## src/hw/rtl/wsd_pkg.sv

```systemverilog
// Shared types and constants for the frame deframer.
// Holds result kinds, error codes, queue sizing and the queue entry type.
`default_nettype none

package wsd_pkg;

  localparam int unsigned QDepth = 4;
  localparam int unsigned QPtrW  = $clog2(QDepth);
  localparam int unsigned QCntW  = $clog2(QDepth + 1);

  localparam logic [31:0] MaxFrameReset = 32'd1048576;
  localparam logic [6:0]  Len16Code     = 7'd126;
  localparam logic [6:0]  Len64Code     = 7'd127;
  localparam logic [63:0] CtrlMaxLen    = 64'd125;

  typedef enum logic [1:0] {
    KIND_DATA  = 2'd0,
    KIND_EMPTY = 2'd1,
    KIND_ERROR = 2'd2
  } kind_e;

  typedef enum logic [1:0] {
    ERR_RESERVED = 2'd0,
    ERR_UNMASKED = 2'd1,
    ERR_CONTROL  = 2'd2,
    ERR_TOO_BIG  = 2'd3
  } err_e;

  // One classified transaction, waiting for the back end.
  typedef struct packed {
    kind_e      kind;
    logic [7:0] raw_byte;
    logic [7:0] key_byte;
    logic [3:0] opcode;
    logic       fin;
    logic       last;
    err_e       err;
  } entry_t;

endpackage

`default_nettype wire

```

## src/hw/rtl/wsd_front.sv

```systemverilog
// Front end: accepts stream bytes, walks the frame header and classifies bytes.
// Depends on wsd_pkg; pushes one entry_t per result into the queue.
`default_nettype none

module wsd_front
  import wsd_pkg::*;
(
  input  wire logic        clk_i,
  input  wire logic        rst_ni,
  input  wire logic        cfg_wr_en_i,
  input  wire logic [31:0] cfg_wr_data_i,
  input  wire logic        in_valid_i,
  output logic             in_ready_o,
  input  wire logic [7:0]  in_byte_i,
  input  wire logic        q_full_i,
  output logic             q_push_o,
  output entry_t           q_entry_o
);

  typedef enum logic [2:0] {
    PH_HDR0     = 3'd0,
    PH_HDR1     = 3'd1,
    PH_HDR1_BAD = 3'd2,
    PH_EXTLEN   = 3'd3,
    PH_KEY      = 3'd4,
    PH_PAYLOAD  = 3'd5
  } phase_e;

  phase_e      phase_q, phase_d;
  logic [31:0] max_q;
  logic [3:0]  opcode_q, opcode_d;
  logic        fin_q, fin_d;
  logic [3:0]  ext_left_q, ext_left_d;
  logic [63:0] len_q, len_d;
  logic [31:0] key_q, key_d;
  logic [2:0]  key_left_q, key_left_d;
  logic [31:0] pay_left_q, pay_left_d;
  logic [1:0]  idx_q, idx_d;

  logic        accept;
  logic        has_res;
  entry_t      ent;
  logic [63:0] len_chk;
  logic        chk_len;
  logic [63:0] ext_acc;
  logic [3:0]  ext_dec;
  logic [2:0]  key_dec;
  logic [31:0] key_shift;

  assign in_ready_o = ~q_full_i;
  assign accept     = in_valid_i & ~q_full_i;
  assign q_push_o   = accept & has_res;
  assign q_entry_o  = ent;

  assign ext_acc   = {len_q[55:0], in_byte_i};
  assign ext_dec   = (ext_left_q != 4'd0) ? ext_left_q - 4'd1 : 4'd0;
  assign key_dec   = (key_left_q != 3'd0) ? key_left_q - 3'd1 : 3'd0;
  assign key_shift = {key_q[23:0], in_byte_i};

  always_comb begin
    phase_d    = phase_q;
    opcode_d   = opcode_q;
    fin_d      = fin_q;
    ext_left_d = ext_left_q;
    len_d      = len_q;
    key_d      = key_q;
    key_left_d = key_left_q;
    pay_left_d = pay_left_q;
    idx_d      = idx_q;
    has_res    = 1'b0;
    chk_len    = 1'b0;
    len_chk    = '0;
    ent.kind     = KIND_ERROR;
    ent.raw_byte = '0;
    ent.key_byte = '0;
    ent.opcode   = opcode_q;
    ent.fin      = fin_q;
    ent.last     = 1'b0;
    ent.err      = ERR_RESERVED;

    unique case (phase_q)
      PH_HDR1, PH_HDR1_BAD: begin
        if (phase_q == PH_HDR1_BAD) begin
          has_res = 1'b1;
          ent.err = ERR_RESERVED;
          phase_d = PH_HDR0;
        end else if (!in_byte_i[7]) begin
          has_res = 1'b1;
          ent.err = ERR_UNMASKED;
          phase_d = PH_HDR0;
        end else if (in_byte_i[6:0] == Len16Code) begin
          len_d      = '0;
          ext_left_d = 4'd2;
          phase_d    = PH_EXTLEN;
        end else if (in_byte_i[6:0] == Len64Code) begin
          len_d      = '0;
          ext_left_d = 4'd8;
          phase_d    = PH_EXTLEN;
        end else begin
          len_d   = {57'd0, in_byte_i[6:0]};
          len_chk = {57'd0, in_byte_i[6:0]};
          chk_len = 1'b1;
        end
      end
      PH_EXTLEN: begin
        len_d      = ext_acc;
        ext_left_d = ext_dec;
        if (ext_dec == 4'd0) begin
          len_chk = ext_acc;
          chk_len = 1'b1;
        end
      end
      PH_KEY: begin
        key_d      = key_shift;
        key_left_d = key_dec;
        if (key_dec == 3'd0) begin
          idx_d = 2'd0;
          if (pay_left_q == 32'd0) begin
            has_res  = 1'b1;
            ent.kind = KIND_EMPTY;
            ent.last = 1'b1;
            phase_d  = PH_HDR0;
          end else begin
            phase_d = PH_PAYLOAD;
          end
        end
      end
      PH_PAYLOAD: begin
        has_res      = 1'b1;
        ent.kind     = KIND_DATA;
        ent.raw_byte = in_byte_i;
        ent.key_byte = key_q[{2'd3 - idx_q, 3'd0} +: 8];
        idx_d        = idx_q + 2'd1;
        pay_left_d   = (pay_left_q != 32'd0) ? pay_left_q - 32'd1 : 32'd0;
        ent.last     = (pay_left_q <= 32'd1);
        if (pay_left_q <= 32'd1) begin
          phase_d = PH_HDR0;
        end
      end
      default: begin
        fin_d    = in_byte_i[7];
        opcode_d = in_byte_i[3:0];
        phase_d  = (in_byte_i[6:4] != 3'd0) ? PH_HDR1_BAD : PH_HDR1;
      end
    endcase

    if (chk_len) begin
      if (opcode_q[3] && (len_chk > CtrlMaxLen)) begin
        has_res = 1'b1;
        ent.err = ERR_CONTROL;
        phase_d = PH_HDR0;
      end else if ((len_chk[63:32] != 32'd0) || (len_chk[31:0] > max_q)) begin
        has_res = 1'b1;
        ent.err = ERR_TOO_BIG;
        phase_d = PH_HDR0;
      end else begin
        pay_left_d = len_chk[31:0];
        key_d      = '0;
        key_left_d = 3'd4;
        phase_d    = PH_KEY;
      end
    end
  end

  always_ff @(posedge clk_i or negedge rst_ni) begin
    if (!rst_ni) begin
      phase_q    <= PH_HDR0;
      max_q      <= MaxFrameReset;
      opcode_q   <= '0;
      fin_q      <= 1'b0;
      ext_left_q <= '0;
      len_q      <= '0;
      key_q      <= '0;
      key_left_q <= '0;
      pay_left_q <= '0;
      idx_q      <= '0;
    end else begin
      if (cfg_wr_en_i) begin
        max_q <= cfg_wr_data_i;
      end
      if (accept) begin
        phase_q    <= phase_d;
        opcode_q   <= opcode_d;
        fin_q      <= fin_d;
        ext_left_q <= ext_left_d;
        len_q      <= len_d;
        key_q      <= key_d;
        key_left_q <= key_left_d;
        pay_left_q <= pay_left_d;
        idx_q      <= idx_d;
      end
    end
  end

endmodule

`default_nettype wire

```

## src/hw/rtl/wsd_fifo.sv

```systemverilog
// Short queue of classified entries between front and back ends.
// Depends on wsd_pkg for entry_t and depth constants.
`default_nettype none

module wsd_fifo
  import wsd_pkg::*;
(
  input  wire logic clk_i,
  input  wire logic rst_ni,
  input  wire logic push_i,
  input  entry_t    push_entry_i,
  output logic      full_o,
  input  wire logic pop_i,
  output logic      valid_o,
  output entry_t    head_o
);

  entry_t           mem_q [QDepth];
  logic [QPtrW-1:0] wr_ptr_q, rd_ptr_q;
  logic [QCntW-1:0] cnt_q;

  assign full_o  = (cnt_q == QCntW'(QDepth));
  assign valid_o = (cnt_q != '0);
  assign head_o  = mem_q[rd_ptr_q];

  always_ff @(posedge clk_i) begin
    if (push_i) begin
      mem_q[wr_ptr_q] <= push_entry_i;
    end
  end

  always_ff @(posedge clk_i or negedge rst_ni) begin
    if (!rst_ni) begin
      wr_ptr_q <= '0;
      rd_ptr_q <= '0;
      cnt_q    <= '0;
    end else begin
      if (push_i) begin
        wr_ptr_q <= (wr_ptr_q == QPtrW'(QDepth - 1)) ? '0 : wr_ptr_q + 1'b1;
      end
      if (pop_i) begin
        rd_ptr_q <= (rd_ptr_q == QPtrW'(QDepth - 1)) ? '0 : rd_ptr_q + 1'b1;
      end
      if (push_i && !pop_i) begin
        cnt_q <= cnt_q + 1'b1;
      end else if (pop_i && !push_i) begin
        cnt_q <= cnt_q - 1'b1;
      end
    end
  end

endmodule

`default_nettype wire

```

## src/hw/rtl/wsd_back.sv

```systemverilog
// Back end: unmasks queued entries and holds the output register.
// Depends on wsd_pkg; pops the queue whenever the output slot frees up.
`default_nettype none

module wsd_back
  import wsd_pkg::*;
(
  input  wire logic        clk_i,
  input  wire logic        rst_ni,
  input  wire logic        q_valid_i,
  input  entry_t           q_head_i,
  output logic             q_pop_o,
  output logic             out_valid_o,
  input  wire logic        out_ready_i,
  output kind_e            out_kind_o,
  output logic [7:0]       out_data_o,
  output logic [3:0]       out_opcode_o,
  output logic             out_fin_o,
  output logic             out_last_o,
  output err_e             out_err_o
);

  logic valid_q;

  assign q_pop_o     = q_valid_i & (~valid_q | out_ready_i);
  assign out_valid_o = valid_q;

  always_ff @(posedge clk_i or negedge rst_ni) begin
    if (!rst_ni) begin
      valid_q <= 1'b0;
    end else if (!valid_q || out_ready_i) begin
      valid_q <= q_valid_i;
    end
  end

  always_ff @(posedge clk_i) begin
    if (q_pop_o) begin
      out_kind_o   <= q_head_i.kind;
      out_data_o   <= q_head_i.raw_byte ^ q_head_i.key_byte;
      out_opcode_o <= q_head_i.opcode;
      out_fin_o    <= q_head_i.fin;
      out_last_o   <= q_head_i.last;
      out_err_o    <= q_head_i.err;
    end
  end

endmodule

`default_nettype wire

```

## src/hw/rtl/websocket_frame_deframer.sv

```systemverilog
// Top level of the client-to-server frame deframer.
// Instantiates wsd_front, wsd_fifo and wsd_back; uses wsd_pkg.
//
// Takes one stream byte per cycle and produces at most one result per byte:
// a payload byte with its mask removed, an empty-frame marker, or a frame
// error (tuser = 0, 1, 2). Header parsing and length checks are done as each
// byte arrives; results pass through a four-entry queue into a registered
// output, so input keeps flowing while the sink stalls until the queue fills.
// Sustained rate is one byte per cycle while the queue has room; each result
// is queued and then registered. After an error the next byte is parsed as
// a new first header byte. max_frame_size is written through cfg_wr_en_i /
// cfg_wr_data_i (reset 1048576) and must only change while the block is idle.
`default_nettype none

module websocket_frame_deframer
  import wsd_pkg::*;
(
  input  wire logic        clk_i,
  input  wire logic        rst_ni,
  input  wire logic        cfg_wr_en_i,
  input  wire logic [31:0] cfg_wr_data_i,
  input  wire logic        s_axis_tvalid_i,
  output logic             s_axis_tready_o,
  input  wire logic [7:0]  s_axis_tdata_i,   // [7:0] rx_byte
  output logic             m_axis_tvalid_o,
  input  wire logic        m_axis_tready_i,
  output logic [15:0]      m_axis_tdata_o,   // [7:0] data_byte, [11:8] opcode,
                                             // [12] fin, [14:13] error_code
  output logic [1:0]       m_axis_tuser_o,   // [1:0] kind
  output logic             m_axis_tlast_o
);

  logic   q_full, q_push, q_pop, q_valid;
  entry_t q_in, q_head;
  kind_e  out_kind;
  err_e   out_err;
  logic [7:0] out_data;
  logic [3:0] out_opcode;
  logic   out_fin;

  wsd_front u_front (
    .clk_i         (clk_i),
    .rst_ni        (rst_ni),
    .cfg_wr_en_i   (cfg_wr_en_i),
    .cfg_wr_data_i (cfg_wr_data_i),
    .in_valid_i    (s_axis_tvalid_i),
    .in_ready_o    (s_axis_tready_o),
    .in_byte_i     (s_axis_tdata_i),
    .q_full_i      (q_full),
    .q_push_o      (q_push),
    .q_entry_o     (q_in)
  );

  wsd_fifo u_fifo (
    .clk_i        (clk_i),
    .rst_ni       (rst_ni),
    .push_i       (q_push),
    .push_entry_i (q_in),
    .full_o       (q_full),
    .pop_i        (q_pop),
    .valid_o      (q_valid),
    .head_o       (q_head)
  );

  wsd_back u_back (
    .clk_i        (clk_i),
    .rst_ni       (rst_ni),
    .q_valid_i    (q_valid),
    .q_head_i     (q_head),
    .q_pop_o      (q_pop),
    .out_valid_o  (m_axis_tvalid_o),
    .out_ready_i  (m_axis_tready_i),
    .out_kind_o   (out_kind),
    .out_data_o   (out_data),
    .out_opcode_o (out_opcode),
    .out_fin_o    (out_fin),
    .out_last_o   (m_axis_tlast_o),
    .out_err_o    (out_err)
  );

  assign m_axis_tdata_o = {1'b0, out_err, out_fin, out_opcode, out_data};
  assign m_axis_tuser_o = out_kind;

endmodule

`default_nettype wire
```

## config.mk

```make
export PLATFORM = sky130hd
export DESIGN_NAME = websocket_frame_deframer
export DESIGN_NICKNAME = d
export VERILOG_FILES = /design/src/hw/rtl/wsd_pkg.sv /design/src/hw/rtl/wsd_front.sv /design/src/hw/rtl/wsd_fifo.sv /design/src/hw/rtl/wsd_back.sv /design/src/hw/rtl/websocket_frame_deframer.sv
export SDC_FILE = /design/constraint.sdc
export NUM_CORES = 1
export LEC_CHECK = 0
export ABC_CLOCK_PERIOD_IN_PS = 12570
export BUFFER_PORTS_ARGS = -buffer_cell sky130_fd_sc_hd__buf_2
export CAP_MARGIN = 10
export CORE_UTILIZATION = 57
export DETAILED_ROUTE_END_ITERATION = 7
export PLACE_DENSITY = 0.82
export REMOVE_ABC_BUFFERS = 1
export SLEW_MARGIN = 20
export SYNTH_ARGS = -nofsm -noshare
export SYNTH_HDL_FRONTEND = slang
export SYNTH_SLANG_ARGS = --single-unit
```

## constraint.sdc

```tcl
create_clock -name clk_i -period 12.57 [get_ports clk_i]
set_clock_uncertainty 0.1 [all_clocks]
set_input_delay 2.514 -clock clk_i [delete_from_list [all_inputs] [get_ports clk_i]]
set_output_delay 2.514 -clock clk_i [all_outputs]
set_load 0.005 [all_outputs]
```

# Word-level counts from Yosys, hierarchy flattened
# Memories as Yosys holds them, arrays and structs flattened.
# Cells that the tools add are included.
[totals]
wordCells = 161
latchBits = 0
mem_count = 1
mem_bits_ro = 0
ramBits = 104
reg_bits = 195
[op_classes]
mux = 74
reduce_logical = 27
div = 0
addsub = 9
n_mul = 0
n_lt_le_gt_ge = 3
n_bitwise = 8
n_eq_ne = 18
shifts = 1
[memory_table]
columns = ["memory", "words", "width", "rd", "rd_ports_with_merged_regs", "write_ports", "line", "source"]
rows = [
  ["u_fifo.mem_q", 4, 26, 1, 0, 1, "wsd_fifo.sv:18", "entry_t mem_q [QDepth];"],
]
[ops]
columns = ["cell", "count"]
rows = [
  ["32-bit two-way mux", 9],
  ["64-bit two-way mux", 3],
  ["64-bit case mux with 2 select lines", 1],
  ["56-bit two-way mux", 2],
  ["56-bit case mux with 2 select lines", 1],
  ["64-bit by 7-bit > comparator with 1-bit output (second input constant)", 1],
  ["32-bit nonzero test", 2],
  ["3-bit two-way mux", 17],
  ["32-bit > comparator", 1],
  ["32-bit by 1-bit <= comparator with 1-bit output (second input constant)", 1],
  ["32-bit zero test", 1],
  ["32-bit by 6-bit indexed part select with 8-bit output", 1],
  ["32-bit by 1-bit subtractor with 32-bit output (second input constant)", 1],
  ["2-bit two-way mux", 11],
  ["4-bit two-way mux", 5],
  ["16-bit two-way mux", 1],
  ["1-bit two-way mux", 15],
  ["7-bit equality test (second input constant)", 2],
  ["7-bit two-way mux", 2],
  ["3-bit case mux with 4 select lines", 1],
  ["5-bit AND reduction", 2],
  ["3-bit equality test (second input constant)", 3],
  ["3-bit by 1-bit != test with 1-bit output (second input constant)", 3],
  ["3-bit nonzero test", 3],
  ["other kinds (31)", 51],
]

# Depth between registers and ports, before layout
# Gate-level depths: netlist of the first run.
[logic_depth]
word_depth = 16
depth_mapped = 19

# Modules after synthesis
# From an unflattened synthesis of the first run, not the netlist that was laid out.
[hier_totals]
hier_cells = 1181
hier_area_um2 = 13959.6
[by_module_without_submodules]
columns = ["module", "area_each_um2", "seq_area_each_um2", "n_inst", "cells_each"]
rows = [
  ["wsd_front", 9067.4, 4230.3, 1, 975],
  ["wsd_fifo", 4219.0, 3298.2, 1, 173],
  ["wsd_back", 654.4, 565.5, 1, 30],
  ["websocket_frame_deframer", 18.8, 0.0, 1, 3],
]

# Worst setup path before layout of the first run
# No wires, ideal clock.
[synth_path]
kind = "input port to flip-flop"
start = "in s_axis_tdata_i[7]"
end = "reg u_fifo.cnt_q[1]"
arrival_time_ns = 5.917
slack_ns = 6.429
cell_stages = 16
path_cell_list = "clkbuf_1 -> nand2_1 -> o31ai_1 -> and2_1 -> ha_1 -> nor2b_1 -> o211ai_1 -> a2111oi_0 -> or3b_1 -> a221oi_2 -> or2_2 -> a21oi_4 -> ha_1 -> inv_1 -> fa_1 -> mux2_2"
[synth_between]
elab_chain_len = 12
elab_cells_between_ends = 23
classes_between = "2 x order compare; 14 x mux; 1 x bitwise; 6 x reduce/logical"
[synth_lines]
columns = ["element", "line", "source"]
rows = [
  ["start: declaration", "websocket_frame_deframer.sv:24", "input wire logic [7:0] s_axis_tdata_i,"],
  ["64-bit two-way mux", "wsd_front.sv:87", "end else if (!in_byte_i[7]) begin"],
  ["64-bit two-way mux", "wsd_front.sv:83", "if (phase_q == PH_HDR1_BAD) begin"],
  ["64-bit case mux with 2 select lines", "wsd_front.sv:81", "unique case (phase_q)"],
  ["32-bit > comparator", "wsd_front.sv:152", "end else if ((len_chk[63:32] != 32'd0) || (len_chk[31:0] > max_q)) begin"],
  ["1-bit logical OR", "wsd_front.sv:152", ""],
  ["1-bit two-way mux", "wsd_front.sv:152", ""],
  ["1-bit two-way mux", "wsd_front.sv:148", "if (opcode_q[3] && (len_chk > CtrlMaxLen)) begin"],
  ["1-bit two-way mux *", "wsd_front.sv:147", "if (chk_len) begin"],
  ["1-bit bitwise AND *", "wsd_front.sv:52", "assign q_push_o = accept & has_res;"],
  ["net q_push", "websocket_frame_deframer.sv:33", "logic q_full, q_push, q_pop, q_valid;"],
  ["1-bit zero test", "wsd_fifo.sv:46", "end else if (pop_i && !push_i) begin"],
  ["1-bit logical AND", "wsd_fifo.sv:46", ""],
  ["2-bit nonzero test (no source line)", "n/a", ""],
  ["end signal: assignment", "wsd_fifo.sv:45", "cnt_q <= cnt_q + 1'b1;"],
  ["end signal: assignment", "wsd_fifo.sv:47", "cnt_q <= cnt_q - 1'b1;"],
  ["end: declaration", "wsd_fifo.sv:20", "logic [QCntW-1:0] cnt_q;"],
]
# Mark *: on every way through the listed nets, which the timed path passes. The rest lies on a longest branch.
# A chain may end at the register's enable or synchronous reset.

# Worst setup path after layout of the first run
[layout_path]
start = "in s_axis_tdata_i[7]"
end = "reg u_front.pay_left_q[31]"
[layout_between]
elab_chain_len = 8
elab_cells_between_ends = 14
classes_between = "2 x order compare; 10 x mux; 2 x reduce/logical"
[layout_lines]
columns = ["element", "line", "source"]
rows = [
  ["64-bit two-way mux", "wsd_front.sv:87", ""],
  ["64-bit two-way mux", "wsd_front.sv:83", ""],
  ["64-bit case mux with 2 select lines", "wsd_front.sv:81", ""],
  ["32-bit > comparator", "wsd_front.sv:152", ""],
  ["1-bit logical OR", "wsd_front.sv:152", ""],
  ["32-bit two-way mux", "wsd_front.sv:152", ""],
  ["32-bit two-way mux", "wsd_front.sv:148", ""],
  ["32-bit two-way mux *", "wsd_front.sv:147", ""],
  ["end signal: assignment", "wsd_front.sv:189", "pay_left_q <= pay_left_d;"],
  ["end: declaration", "wsd_front.sv:37", "logic [31:0] pay_left_q, pay_left_d;"],
]
# Mark *: on every way between the ends. The rest lies on a longest branch, timed or not.

==> flow_metrics.env, run 1 <==
export IMPL_status="finished, final reports clean"
export IMPL_antenna_found_initial=0
export IMPL_p_int_w=0.00205
export IMPL_ir_drop_uv=104
export IMPL_end_kind="flip-flop"
export IMPL_fmax_mhz=160
export IMPL_drc=0
export IMPL_clk_pin_slew_ns=0.06
export IMPL_die_area_um2=25100
export IMPL_yosysTopAreaCellShare_pct=31.6
export IMPL_reg2reg_from="u_front.phase_q[0]$_DFFE_PN0P_"
export IMPL_avgRoutedWirePerCell_um=19.0
export IMPL_power_density_nw_per_um2=188
export IMPL_grt_max_degree=99
export IMPL_cp_required_ns=12.90
export IMPL_ios=66
export IMPL_crit_top_cell="nand2_1"
export IMPL_fin_crit_sh_pct=49.8
export IMPL_holdCritStartpoint="u_front.len_q[55]$_DFFE_PN0P_"
export IMPL_ant_nets=0
export IMPL_cts_max_level=1
export IMPL_synth_top_flop_cell="dfrtp_1"
export IMPL_cts_buffer_depth=3
export IMPL_async_flop_share_pct=59.2
export IMPL_grt_total_usage_pct=25.7
export IMPL_overflow=0
export IMPL_pwr_share_seq_pct=48.0
export IMPL_worstPathMaxFanout=26
export IMPL_worst_r2r_endpoint="u_front.pay_left_q[31]$_DFFE_PN0P_"
export IMPL_avgSynthCellArea_um2=11.4
export IMPL_die_h_um=158
export IMPL_io_buffer_count=64
export IMPL_clk_latency_ns=0.55
export IMPL_holdPathEnd="u_front.len_q[55]$_DFFE_PN0P_"
export IMPL_root_buffer="clkbuf_16"
export IMPL_crit_arrival_ns=6.59
export IMPL_finalNetCount=1359
export IMPL_start_util_pct=58.8
export IMPL_setup_slack_ns=6.31
export IMPL_drive_gt1_share_pct=14.1
export IMPL_ctsHoldBuffers=0
export IMPL_grt_pass1_wl_um=50300
export IMPL_numCtsBuffers=30
export IMPL_drt_wl_total_um=30700
export IMPL_place_gp_congestion=0.891
export IMPL_min_path_cells=2
export IMPL_rsz0062_at_grt="no"
export IMPL_firstDrtPassIters=6
export IMPL_synthToLayoutAreaGrowth_pct=11.8
export IMPL_synth_area_top_cells="dfrtp_1, edfxtp_1, nand2_1"
export IMPL_rows=56
export IMPL_critPathLaunchType="input pin"
export IMPL_p_comb_share_pct=20.8
export IMPL_drt_initial_drc_count=983
export IMPL_cts_sinks=299
export IMPL_worstPathCellList="buf_2 -> nand2_1 -> o31ai_1 -> and2_1 -> ha_1 -> nor2b_1 -> o211ai_1 -> a2111oi_0 -> or3b_1 -> a221oi_2 -> nand2_1 -> o221a_1 -> a211o_1"
export IMPL_core_um2=23800
export IMPL_ys_ff_latch=299
export IMPL_cts_tree="yes"
export IMPL_placed_cell_area_um2=14500
export IMPL_vias=10000
export IMPL_p_sw_w=0.000883
export IMPL_slew_viol_final=0
export IMPL_hold_path_class="reg2reg"
export IMPL_vias_per_cell=6.20
export IMPL_ys_warn_count=0
export IMPL_post_synth_top_area_cell="dfrtp_1"
export IMPL_grt_pass1_vias=9810
export IMPL_finalHoldViolCount=0
export IMPL_setup_violations=0
export IMPL_diodes=0
export IMPL_synth_cell_type_count=76
export IMPL_crit_slowest_cell="nand2_1"
export IMPL_ys_seq_area_share_pct=58.0
export IMPL_max_cap_violations=0
export IMPL_pre_cts_ws_ns=5.83
export IMPL_synth_edf_count=122
export IMPL_cts_resized_gates=0
export IMPL_relSlewSlack_pct=36.0
export IMPL_post_dp_hpwl_um=19600
export IMPL_dpl_cell_count=1556
export IMPL_final_area_um2=15600
export IMPL_netlist_area_um2=14000
export IMPL_fin_cells=1614
export IMPL_postCtsSetupBuffers=0
export IMPL_leakage_nw=6.75
export IMPL_cpPeakStageDelay_ns=0.65
export IMPL_tns_ns=0
export IMPL_synthCells=1226
export IMPL_min_period_ns=6.26
export IMPL_swShare_pct=30.1
export IMPL_reg2reg_depth=15
export IMPL_die_w_um=158
export IMPL_tightest_slew_ns=0.959
export IMPL_pwr_share_clk_pct=31.1
export IMPL_reg2reg_slack_ns=7.20
export IMPL_path_class="in2reg"
==> cell type report <==
class                           count  area, um2
Clock inverter                     17        186
Inverter                           50        188
Tap cell                          319        399
Fill cell                        1790       8150
Sequential cell                   299       8090
Timing Repair Buffer               79        472
Multi-Input combinational cell    811       5430
Clock buffer                       39        826
==> kinds of logic after synthesis <==
logic type      synth area share [%]
fa+ha+maj                       3.91
simple gates                    16.5
flops                           58.0
mux                             5.31
compound gates                  10.7
other cells                   0.0269
buf+inv                         3.31
xor+xnor                        2.26
==> power groups by stage <==
stage	Sequential (W)	Combinational, W	Clock (W)
floorplan	0.00137	0.000414	0
global placement	0.00141	0.000586	0
detailed placement	0.00142	0.000608	0
CTS	0.00141	0.000612	0.000926
global route	0.00144	0.000681	0.000965
finish	0.00141	0.000611	0.000914
==> through the flow <==
stage,hold WS [ns],utilization [%],power (W)
after floorplan,0.339,-,0.00179
after global placement,0.354,61.2,0.00200
after detailed placement,0.358,61.2,0.00203
after CTS,0.371,65.5,0.00294
after global routing,0.396,65.7,0.00308
final,0.367,65.7,0.00293
==> critical path: cells and delay by family <==
kind | cells | cell delay, ns
compound gates | 6 | 2.01
fa+ha+maj | 1 | 0.23
simple gates | 5 | 1.54
buf+inv | 1 | 0.28
==> flip-flops by register name, indices dropped and copies added (netlist names), 4 cells and up <==
register	count
u_back.out_data_o	8
u_back.out_opcode_o	4
u_fifo.mem_q	104
u_front.ext_left_q	4
u_front.key_q	32
u_front.len_q	56
u_front.max_q	32
u_front.opcode_q	4
u_front.pay_left_q	32
==> how the worst max path moves through the flow <==
stage / start / endpoint / slack (ns) / depth (start not counted)
final: s_axis_tdata_i[7] / u_front.pay_left_q[31]$_DFFE_PN0P_ / 6.31 / 13
after global routing: s_axis_tdata_i[7] / u_front.pay_left_q[31]$_DFFE_PN0P_ / 6.03 / 13
after CTS: s_axis_tdata_i[7] / u_front.pay_left_q[31]$_DFFE_PN0P_ / 6.40 / 13
after detailed placement: s_axis_tdata_i[7] / u_front.pay_left_q[31]$_DFFE_PN0P_ / 5.83 / 13
after global placement: s_axis_tdata_i[7] / u_front.pay_left_q[31]$_DFFE_PN0P_ / 6.00 / 13
after floorplan: u_front.phase_q[1]$_DFFE_PN0P_ / u_front.key_left_q[0]$_DFFE_PN0P_ / 4.54 / 14
==> cells in the final DEF, fill, tap and decap left out, types with 4 or more instances in the layout <==
master and n:
or3_1 9, mux4_2 26, or4_1 4, nor3_1 27
nor4_1 23, and2_1 30, nor2_1 42, clkbuf_16 31
ha_1 42, clkinv_1 6, buf_4 13, inv_1 49
bufinv_16 4, a22oi_1 4, nand2_1 192, edfxtp_1 122
a221o_1 6, o31ai_1 7, o21ai_1 14, nand3_1 80
o211ai_1 11, a31oi_1 7, dfrtp_1 176, mux2_2 10
and3_1 29, o21ai_0 56, nand4_1 16, a21o_1 5
a32oi_1 6, xor2_1 34, a21oi_1 28, clkinv_2 5
buf_2 63, a22o_1 35, clkbuf_1 6
==> metal layers <==
layer  wire, um  vias to the layer above  global-route usage, %  share of wire (%)
li1           -                     4595                      -                  -
met5          0                        -                      0                  0
met4        920                        0                   9.80                3.0
met3       1990                       77                   3.81                6.5
met1      12700                     4911                   33.8                 42
met2      15000                      424                   43.4                 49
==> cells in the mapped netlist (4+ instances only) <==
| cell type | n |
|---|---|
| buf_1 | 5 |
| a22o_1 | 35 |
| a21oi_1 | 29 |
| dfrtp_1 | 176 |
| or4_1 | 4 |
| clkbuf_1 | 49 |
| inv_1 | 49 |
| nand4_1 | 16 |
| buf_2 | 9 |
| nor2_1 | 45 |
| a31oi_1 | 7 |
| mux4_2 | 26 |
| o21ai_0 | 56 |
| edfxtp_1 | 122 |
| nor4_1 | 23 |
| nand2_1 | 192 |
| nor3_1 | 29 |
| a221o_1 | 6 |
| and3_1 | 29 |
| a22oi_1 | 4 |
| xor2_1 | 34 |
| mux2_2 | 10 |
| and2_1 | 30 |
| nand3_1 | 80 |
| a21o_1 | 5 |
| ha_1 | 42 |
| o211ai_1 | 11 |
| or3_1 | 9 |
| o21ai_1 | 14 |
| o31ai_1 | 7 |
| a32oi_1 | 6 |
Power figures use the tool's default switching activity.
==> run 2, diff against run 1 <==
--- a/config.mk
+++ b/config.mk
@@ -5,7 +5,7 @@
 export SDC_FILE = /design/constraint.sdc
 export NUM_CORES = 1
 export LEC_CHECK = 0
-export ABC_CLOCK_PERIOD_IN_PS = 12570
+export ABC_CLOCK_PERIOD_IN_PS = 6100
 export BUFFER_PORTS_ARGS = -buffer_cell sky130_fd_sc_hd__buf_2
 export CAP_MARGIN = 10
 export CORE_UTILIZATION = 57
==> constraint.sdc (replaced) <==
create_clock -name clk_i -period 6.1 [get_ports clk_i]
set_clock_uncertainty 0.1 [all_clocks]
set_input_delay 1.22 -clock clk_i [delete_from_list [all_inputs] [get_ports clk_i]]
set_output_delay 1.22 -clock clk_i [all_outputs]
set_load 0.005 [all_outputs]
==> run 2 against run 1 <==
Compared with the run above:
- cell area decreased by 0.78%
- critical endpoint is now u_fifo.mem_q[3][6]$_DFFE_PP_
- global-route usage rose by 0.88 points
- via count is 0.64% higher
- critical path depth did not move
- sequential share of layout area increased by 0.41 points
- worst hold slack better by 0.0087 ns
- core utilization decreased by 0.51 points
- sequential power rose by 110%
- die area unchanged
- combinational power rose by 110%
==> flow_metrics.env, run 2 (same netlist as run 1, synthesis figures left out) <==
export IMPL_drive_gt1_share_pct=13.9
export IMPL_reg2reg_slack_ns=0.90
export IMPL_place_gp_congestion=0.925
export IMPL_pwr_share_seq_pct=49.6
export IMPL_overflow=0
export IMPL_die_w_um=158
export IMPL_ios=66
export IMPL_cts_buffer_depth=3
export IMPL_die_h_um=158
export IMPL_cts_max_level=1
export IMPL_ctsHoldBuffers=0
export IMPL_tightest_slew_ns=1.08
export IMPL_whs_ns=0.375
export IMPL_critPathLaunchType="flip-flop"
export IMPL_layout_common_cells="nand2_1, dfrtp_1, edfxtp_1"
export IMPL_p_sw_w=0.00186
export IMPL_worstPathMaxFanout=79
export IMPL_max_cap_violations=0
export IMPL_grt_max_degree=80
export IMPL_setup_violations=0
export IMPL_core_um2=23800
export IMPL_largest_register="u_fifo.mem_q"
export IMPL_start_util_pct=58.8
export IMPL_ant_nets=0
export IMPL_drc=0
export IMPL_worstPathCellList="inv_1 -> nor3_2 -> buf_12 -> and3_1 -> ha_1 -> nand4_1 -> nor4_1 -> nor2b_1 -> a221oi_2 -> or2_2 -> a21oi_4 -> and2_1 -> buf_4"
export IMPL_rows=56
export IMPL_dpl_cell_count=1561
export IMPL_pwr_share_clk_pct=28.7
export IMPL_numCtsBuffers=30
export IMPL_placed_cell_area_um2=14600
export IMPL_crit_path_end="u_fifo.mem_q[3][6]$_DFFE_PP_"
export IMPL_finalHoldViolCount=0
export IMPL_post_dp_hpwl_um=20600
export IMPL_cp_required_ns=6.25
export IMPL_diodes=0
export IMPL_reg2reg_depth=13
export IMPL_fmax_mhz=192
export IMPL_vias=10100
export IMPL_cts_tree="yes"
export IMPL_clk_latency_ns=0.57
export IMPL_grt_total_usage_pct=26.6
export IMPL_cts_sinks=299
export IMPL_ir_drop_uv=200
export IMPL_min_period_ns=5.20
export IMPL_largestRegisters="u_fifo.mem_q (104), u_front.len_q (56)"
export IMPL_path_class="reg2reg"
export IMPL_cts_resized_gates=0
export IMPL_power_density_nw_per_um2=381
export IMPL_fin_crit_sh_pct=85.3
export IMPL_status="finished, final reports clean"
export IMPL_final_common_cell="nand2_1"
export IMPL_largest_reg_flops=104
export IMPL_drt_wl_total_um=31800
export IMPL_grt_pass1_vias=9989
export IMPL_cpPeakStageDelay_ns=0.77
export IMPL_leakage_nw=6.70
export IMPL_slew_viol_final=0
export IMPL_drt_initial_drc_count=949
export IMPL_swShare_pct=31.5
export IMPL_avgRoutedWirePerCell_um=19.7
export IMPL_finalNetCount=1362
export IMPL_root_buffer="clkbuf_16"
export IMPL_fin_cells=1616
export IMPL_clk_pin_slew_ns=0.06
export IMPL_io_buffer_count=64
export IMPL_vias_per_cell=6.23
export IMPL_synthToLayoutAreaGrowth_pct=10.9
export IMPL_hold_path_class="reg2reg"
export IMPL_p_comb_share_pct=21.8
export IMPL_crit_slowest_cell="and2_1"
export IMPL_final_area_um2=15500
export IMPL_postCtsSetupBuffers=0
export IMPL_reg2reg_from="u_front.phase_q[0]$_DFFE_PN0P_"
export IMPL_startpoint="u_front.phase_q[0]$_DFFE_PN0P_"
export IMPL_fill_cells=1753
export IMPL_relSlewSlack_pct=27.9
export IMPL_rsz0062_at_grt="no"
export IMPL_p_int_w=0.00404
export IMPL_die_area_um2=25100
export IMPL_firstDrtPassIters=6
export IMPL_crit_arrival_ns=5.36
export IMPL_p_total_w=0.00589
export IMPL_worst_r2r_endpoint="u_fifo.mem_q[3][6]$_DFFE_PP_"
export IMPL_end_kind="flip-flop"
export IMPL_antenna_found_initial=0
export IMPL_grt_pass1_wl_um=51700
run 2: cell types whose count changed in the layout (fill, tap and decap cells not counted), sizes merged:
cell | previous run | this run
buf | 79 | 82
bufinv | 4 | 0
clkinv | 12 | 15
run 2: routing by layer:
metal  up-vias  GRT usage, %  share of wire, %
met1      4950          35.2                41
li1       4584             -                 -
met4         0          11.3               3.8
met3        92          3.02               6.4
met2       445          44.8                49
met5         -             0                 0
run 2: stage by stage:
step | setup TNS (ns) | util [%] | setup WS (ns)
2_1_floorplan | -290.25 | - | -1.93
3_3_place_gp | 0 | 61.4 | 0.786
3_5_place_dp | 0 | 61.4 | 0.646
4_1_cts | 0 | 65.2 | 1.02
5_1_grt | 0 | 65.2 | 0.560
6_report | 0 | 65.2 | 0.897
run 2: final cells by class:
| class | instances | area [um2] | share of cell area [%] |
|---|---|---|---|
| well taps | 319 | 399 | 2.58 |
| flip-flops and latches | 299 | 8090 | 52.3 |
| clock buffers | 39 | 805 | 5.20 |
| multi-input cells | 811 | 5430 | 35.1 |
| repair buffers | 82 | 474 | 3.06 |
| clock inverters | 16 | 90.1 | 0.582 |
| inverters | 50 | 188 | 1.21 |
run 2: worst min path at each step:
stage                                       start                            end  cells after the start  slack [ns]
finish              u_front.len_q[51]$_DFFE_PN0P_  u_front.len_q[51]$_DFFE_PN0P_                      2        0.38
global route        u_front.len_q[53]$_DFFE_PN0P_  u_front.len_q[53]$_DFFE_PN0P_                      2        0.40
CTS                 u_front.len_q[51]$_DFFE_PN0P_  u_front.len_q[51]$_DFFE_PN0P_                      2        0.38
detailed placement  u_front.len_q[51]$_DFFE_PN0P_  u_front.len_q[51]$_DFFE_PN0P_                      2        0.36
global placement    u_front.len_q[50]$_DFFE_PN0P_  u_front.len_q[50]$_DFFE_PN0P_                      2        0.35
floorplan           u_front.len_q[48]$_DFFE_PN0P_  u_front.len_q[48]$_DFFE_PN0P_                      2        0.34
run 2: worst max-delay path, delay by kind of cell, from the launching register on:
kind | cells | cell delay, ns
compound gates | 2 | 0.36
buf+inv | 3 | 0.83
simple gates | 7 | 2.81
flops | 1 | 0.58
fa+ha+maj | 1 | 0.16
run 2: power groups by stage:
stage	clock network, W	registers (W)	logic [W]
finish	0.00169	0.00292	0.00128
global route	0.00179	0.00297	0.00141
CTS	0.00171	0.00292	0.00128
detailed placement	0	0.00295	0.00126
global placement	0	0.00292	0.00121
floorplan	0	0.00283	0.000853
==> run 3, diff against run 2 <==
--- a/config.mk
+++ b/config.mk
@@ -5,6 +5,7 @@
 export SDC_FILE = /design/constraint.sdc
 export NUM_CORES = 1
 export LEC_CHECK = 0
+export ABC_AREA = 1
 export ABC_CLOCK_PERIOD_IN_PS = 6100
 export BUFFER_PORTS_ARGS = -buffer_cell sky130_fd_sc_hd__buf_2
 export CAP_MARGIN = 10
==> run 3 against run 2 <==
Compared with the run above:
- maximum frequency up 5.5%
- critical path depth up 16
- combinational power up 110%
- first-iteration DRC count up 54%
- cell area up 6.7%
- synthesized area up 7.8%
- setup slack better by 0.27 ns
- count of clock-buffer cells in the layout up 3
- sequential power up 9.9%
- total power up 30%
- register-to-register slack better by 0.52 ns
- highest routed layer is now met5
==> flow_metrics.env, run 3 <==
export IMPL_status="finished, final reports clean"
export IMPL_synthCells=1716
export IMPL_power_density_nw_per_um2=464
export IMPL_tns_ns=0
export IMPL_leakage_nw=7.19
export IMPL_synth_area_top_cells="dfrtp_1, edfxtp_1, nand2_1"
export IMPL_startpoint="s_axis_tdata_i[4]"
export IMPL_cpPeakStageDelay_ns=0.74
export IMPL_finalNetCount=1834
export IMPL_synth_most_common_cell="nand2_1"
export IMPL_die_w_um=164
export IMPL_ys_ff_latch=299
export IMPL_drive_gt1_share_pct=8.53
export IMPL_synthToLayoutAreaGrowth_pct=9.78
export IMPL_reg2reg_depth=30
export IMPL_cts_max_level=1
export IMPL_start_util_pct=57.9
export IMPL_firstDrtPassIters=6
export IMPL_largest_register="u_fifo.mem_q"
export IMPL_cp_required_ns=6.45
export IMPL_tightest_slew_ns=0.936
export IMPL_grt_total_usage_pct=27.3
export IMPL_layout_common_cells="nand2_1, nor2_1, o21ai_0"
export IMPL_fin_crit_sh_pct=80.8
export IMPL_netlist_area_um2=15000
export IMPL_relSlewSlack_pct=37.6
export IMPL_max_cap_violations=0
export IMPL_min_period_ns=4.93
export IMPL_root_buffer="clkbuf_16"
export IMPL_crit_top_cell="nand2_1"
export IMPL_clk_pin_slew_ns=0.06
export IMPL_setup_violations=0
export IMPL_rows=59
export IMPL_ctsHoldBuffers=0
export IMPL_drc=0
export IMPL_finalHoldViolCount=0
export IMPL_final_common_cell="nand2_1"
export IMPL_die_h_um=164
export IMPL_post_dp_hpwl_um=23500
export IMPL_hold_path_class="reg2reg"
export IMPL_antenna_found_initial=2
export IMPL_end_kind="flip-flop"
export IMPL_post_synth_top_area_cell="dfrtp_1"
export IMPL_p_total_w=0.00766
export IMPL_fmax_mhz=203
export IMPL_cts_tree="yes"
export IMPL_avgRoutedWirePerCell_um=17.0
export IMPL_post_route_util_pct=63.5
export IMPL_ant_nets=0
export IMPL_critPathLaunchType="input pin"
export IMPL_cts_resized_gates=0
export IMPL_fill_cells=2048
export IMPL_cts_sinks=299
export IMPL_io_buffer_count=64
export IMPL_async_flop_share_pct=59.2
export IMPL_slew_viol_final=0
export IMPL_synth_cell_type_count=48
export IMPL_clk_latency_ns=0.57
export IMPL_drt_initial_drc_count=1465
export IMPL_ios=66
export IMPL_reg2reg_from="u_front.phase_q[2]$_DFFE_PN0P_"
export IMPL_yosysTopAreaCellShare_pct=29.3
export IMPL_grt_pass1_vias=11600
export IMPL_largestRegisters="u_fifo.mem_q (104), u_front.len_q (56)"
export IMPL_synth_edf_count=122
export IMPL_core_um2=26000
export IMPL_die_area_um2=27000
export IMPL_synth_top_flop_cell="dfrtp_1"
export IMPL_grt_pass1_wl_um=57800
export IMPL_vias=12300
export IMPL_worst_r2r_endpoint="u_fifo.cnt_q[2]$_DFFE_PN0P_"
export IMPL_largest_reg_flops=104
export IMPL_crit_slowest_cell="a21oi_1"
export IMPL_avgSynthCellArea_um2=8.76
export IMPL_crit_arrival_ns=5.28
export IMPL_worstPathMaxFanout=11
export IMPL_overflow=0
export IMPL_drt_wl_total_um=35800
export IMPL_synth_common_cells="nand2_1, nor2_1, o21ai_0"
export IMPL_reg2reg_slack_ns=1.42
export IMPL_crit_path_end="u_fifo.cnt_q[2]$_DFFE_PN0P_"
export IMPL_place_gp_congestion=0.942
export IMPL_ys_warn_count=0
export IMPL_postCtsSetupBuffers=0
export IMPL_numCtsBuffers=30
export IMPL_vias_per_cell=5.85
export IMPL_path_class="in2reg"
export IMPL_rsz0062_at_grt="no"
export IMPL_ir_drop_uv=367
export IMPL_cts_buffer_depth=3
export IMPL_grt_max_degree=68
export IMPL_ys_seq_area_share_pct=53.8
run 3: changes by cell type in the layout (fill, tap and decap cells not counted), sizes merged, moves of 26 or more:
cell and delta:
inv +111, and2 -29, and3 -27, o21ai +157
nand3 +63, mux4 -26, nor2 +217, a22o -35
nand2 +92
run 3: power breakdown:
group | switching (W) | leakage (nW) | internal [W]
Combinational | 0.00183 | 3.32 | 0.000912
Sequential | 0.000448 | 3.43 | 0.00276
Clock | 0.000772 | 0.438 | 0.000938
run 3: critical path: cells and delay by family:
kind                     cells  cell delay (ns)
AO/OA/AOI/OAI                3             0.99
adder cells (fa/ha/maj)      3             0.85
XOR/XNOR                     1             0.15
buffers and inverters        5             0.50
AND/OR/NAND/NOR             17             1.59
run 3: how the worst min path moves through the flow:
stage	start	to	cells after the start
global route	u_front.len_q[54]$_DFFE_PN0P_	u_front.len_q[54]$_DFFE_PN0P_	2
finish	u_front.len_q[55]$_DFFE_PN0P_	u_front.len_q[55]$_DFFE_PN0P_	2
global placement	u_front.len_q[55]$_DFFE_PN0P_	u_front.len_q[55]$_DFFE_PN0P_	2
CTS	u_front.len_q[54]$_DFFE_PN0P_	u_front.len_q[54]$_DFFE_PN0P_	2
detailed placement	u_front.len_q[54]$_DFFE_PN0P_	u_front.len_q[54]$_DFFE_PN0P_	2
floorplan	u_front.len_q[54]$_DFFE_PN0P_	u_front.len_q[54]$_DFFE_PN0P_	2
run 3: cell type report:
cell class	count	area (um2)	share of cell area (%)
multi-input cells	1168	6000	36.3
inverters	165	619	3.75
diodes	1	2.50	0.0152
clock buffers	42	816	4.94
flip-flops and latches	299	8090	49.0
repair buffers	82	462	2.80
clock inverters	14	103	0.621
well taps	335	419	2.54
run 3: per-layer routing:
layer	vias up	global-route usage (%)	routed length (um)
met5	-	0	11
met4	2	13.0	1720
met3	109	3.57	2450
met2	516	45.1	16800
met1	5866	35.7	14900
li1	5822	-	-
run 3: logic make-up after synthesis:
logic type      Yosys count  synth area share [%]
mux                      25                  1.67
simple gates            742                  21.0
other cells               1                0.0249
compound gates          334                  12.0
flops                   299                  53.8
buf+inv                 249                  6.49
xor+xnor                 23                  1.34
fa+ha+maj                43                  3.63
run 3: per-stage QoR:
step                cell area (um2)  cells  setup WS, ns  hold WS (ns)
finish                        16500   2106          1.17         0.384
global route                  16500   2106         0.743         0.415
CTS                           16500   2105          1.27         0.387
detailed placement            15600   2049         0.710         0.372
global placement              15600   2049         0.892         0.365
floorplan                     14700   1632        -0.195         0.352
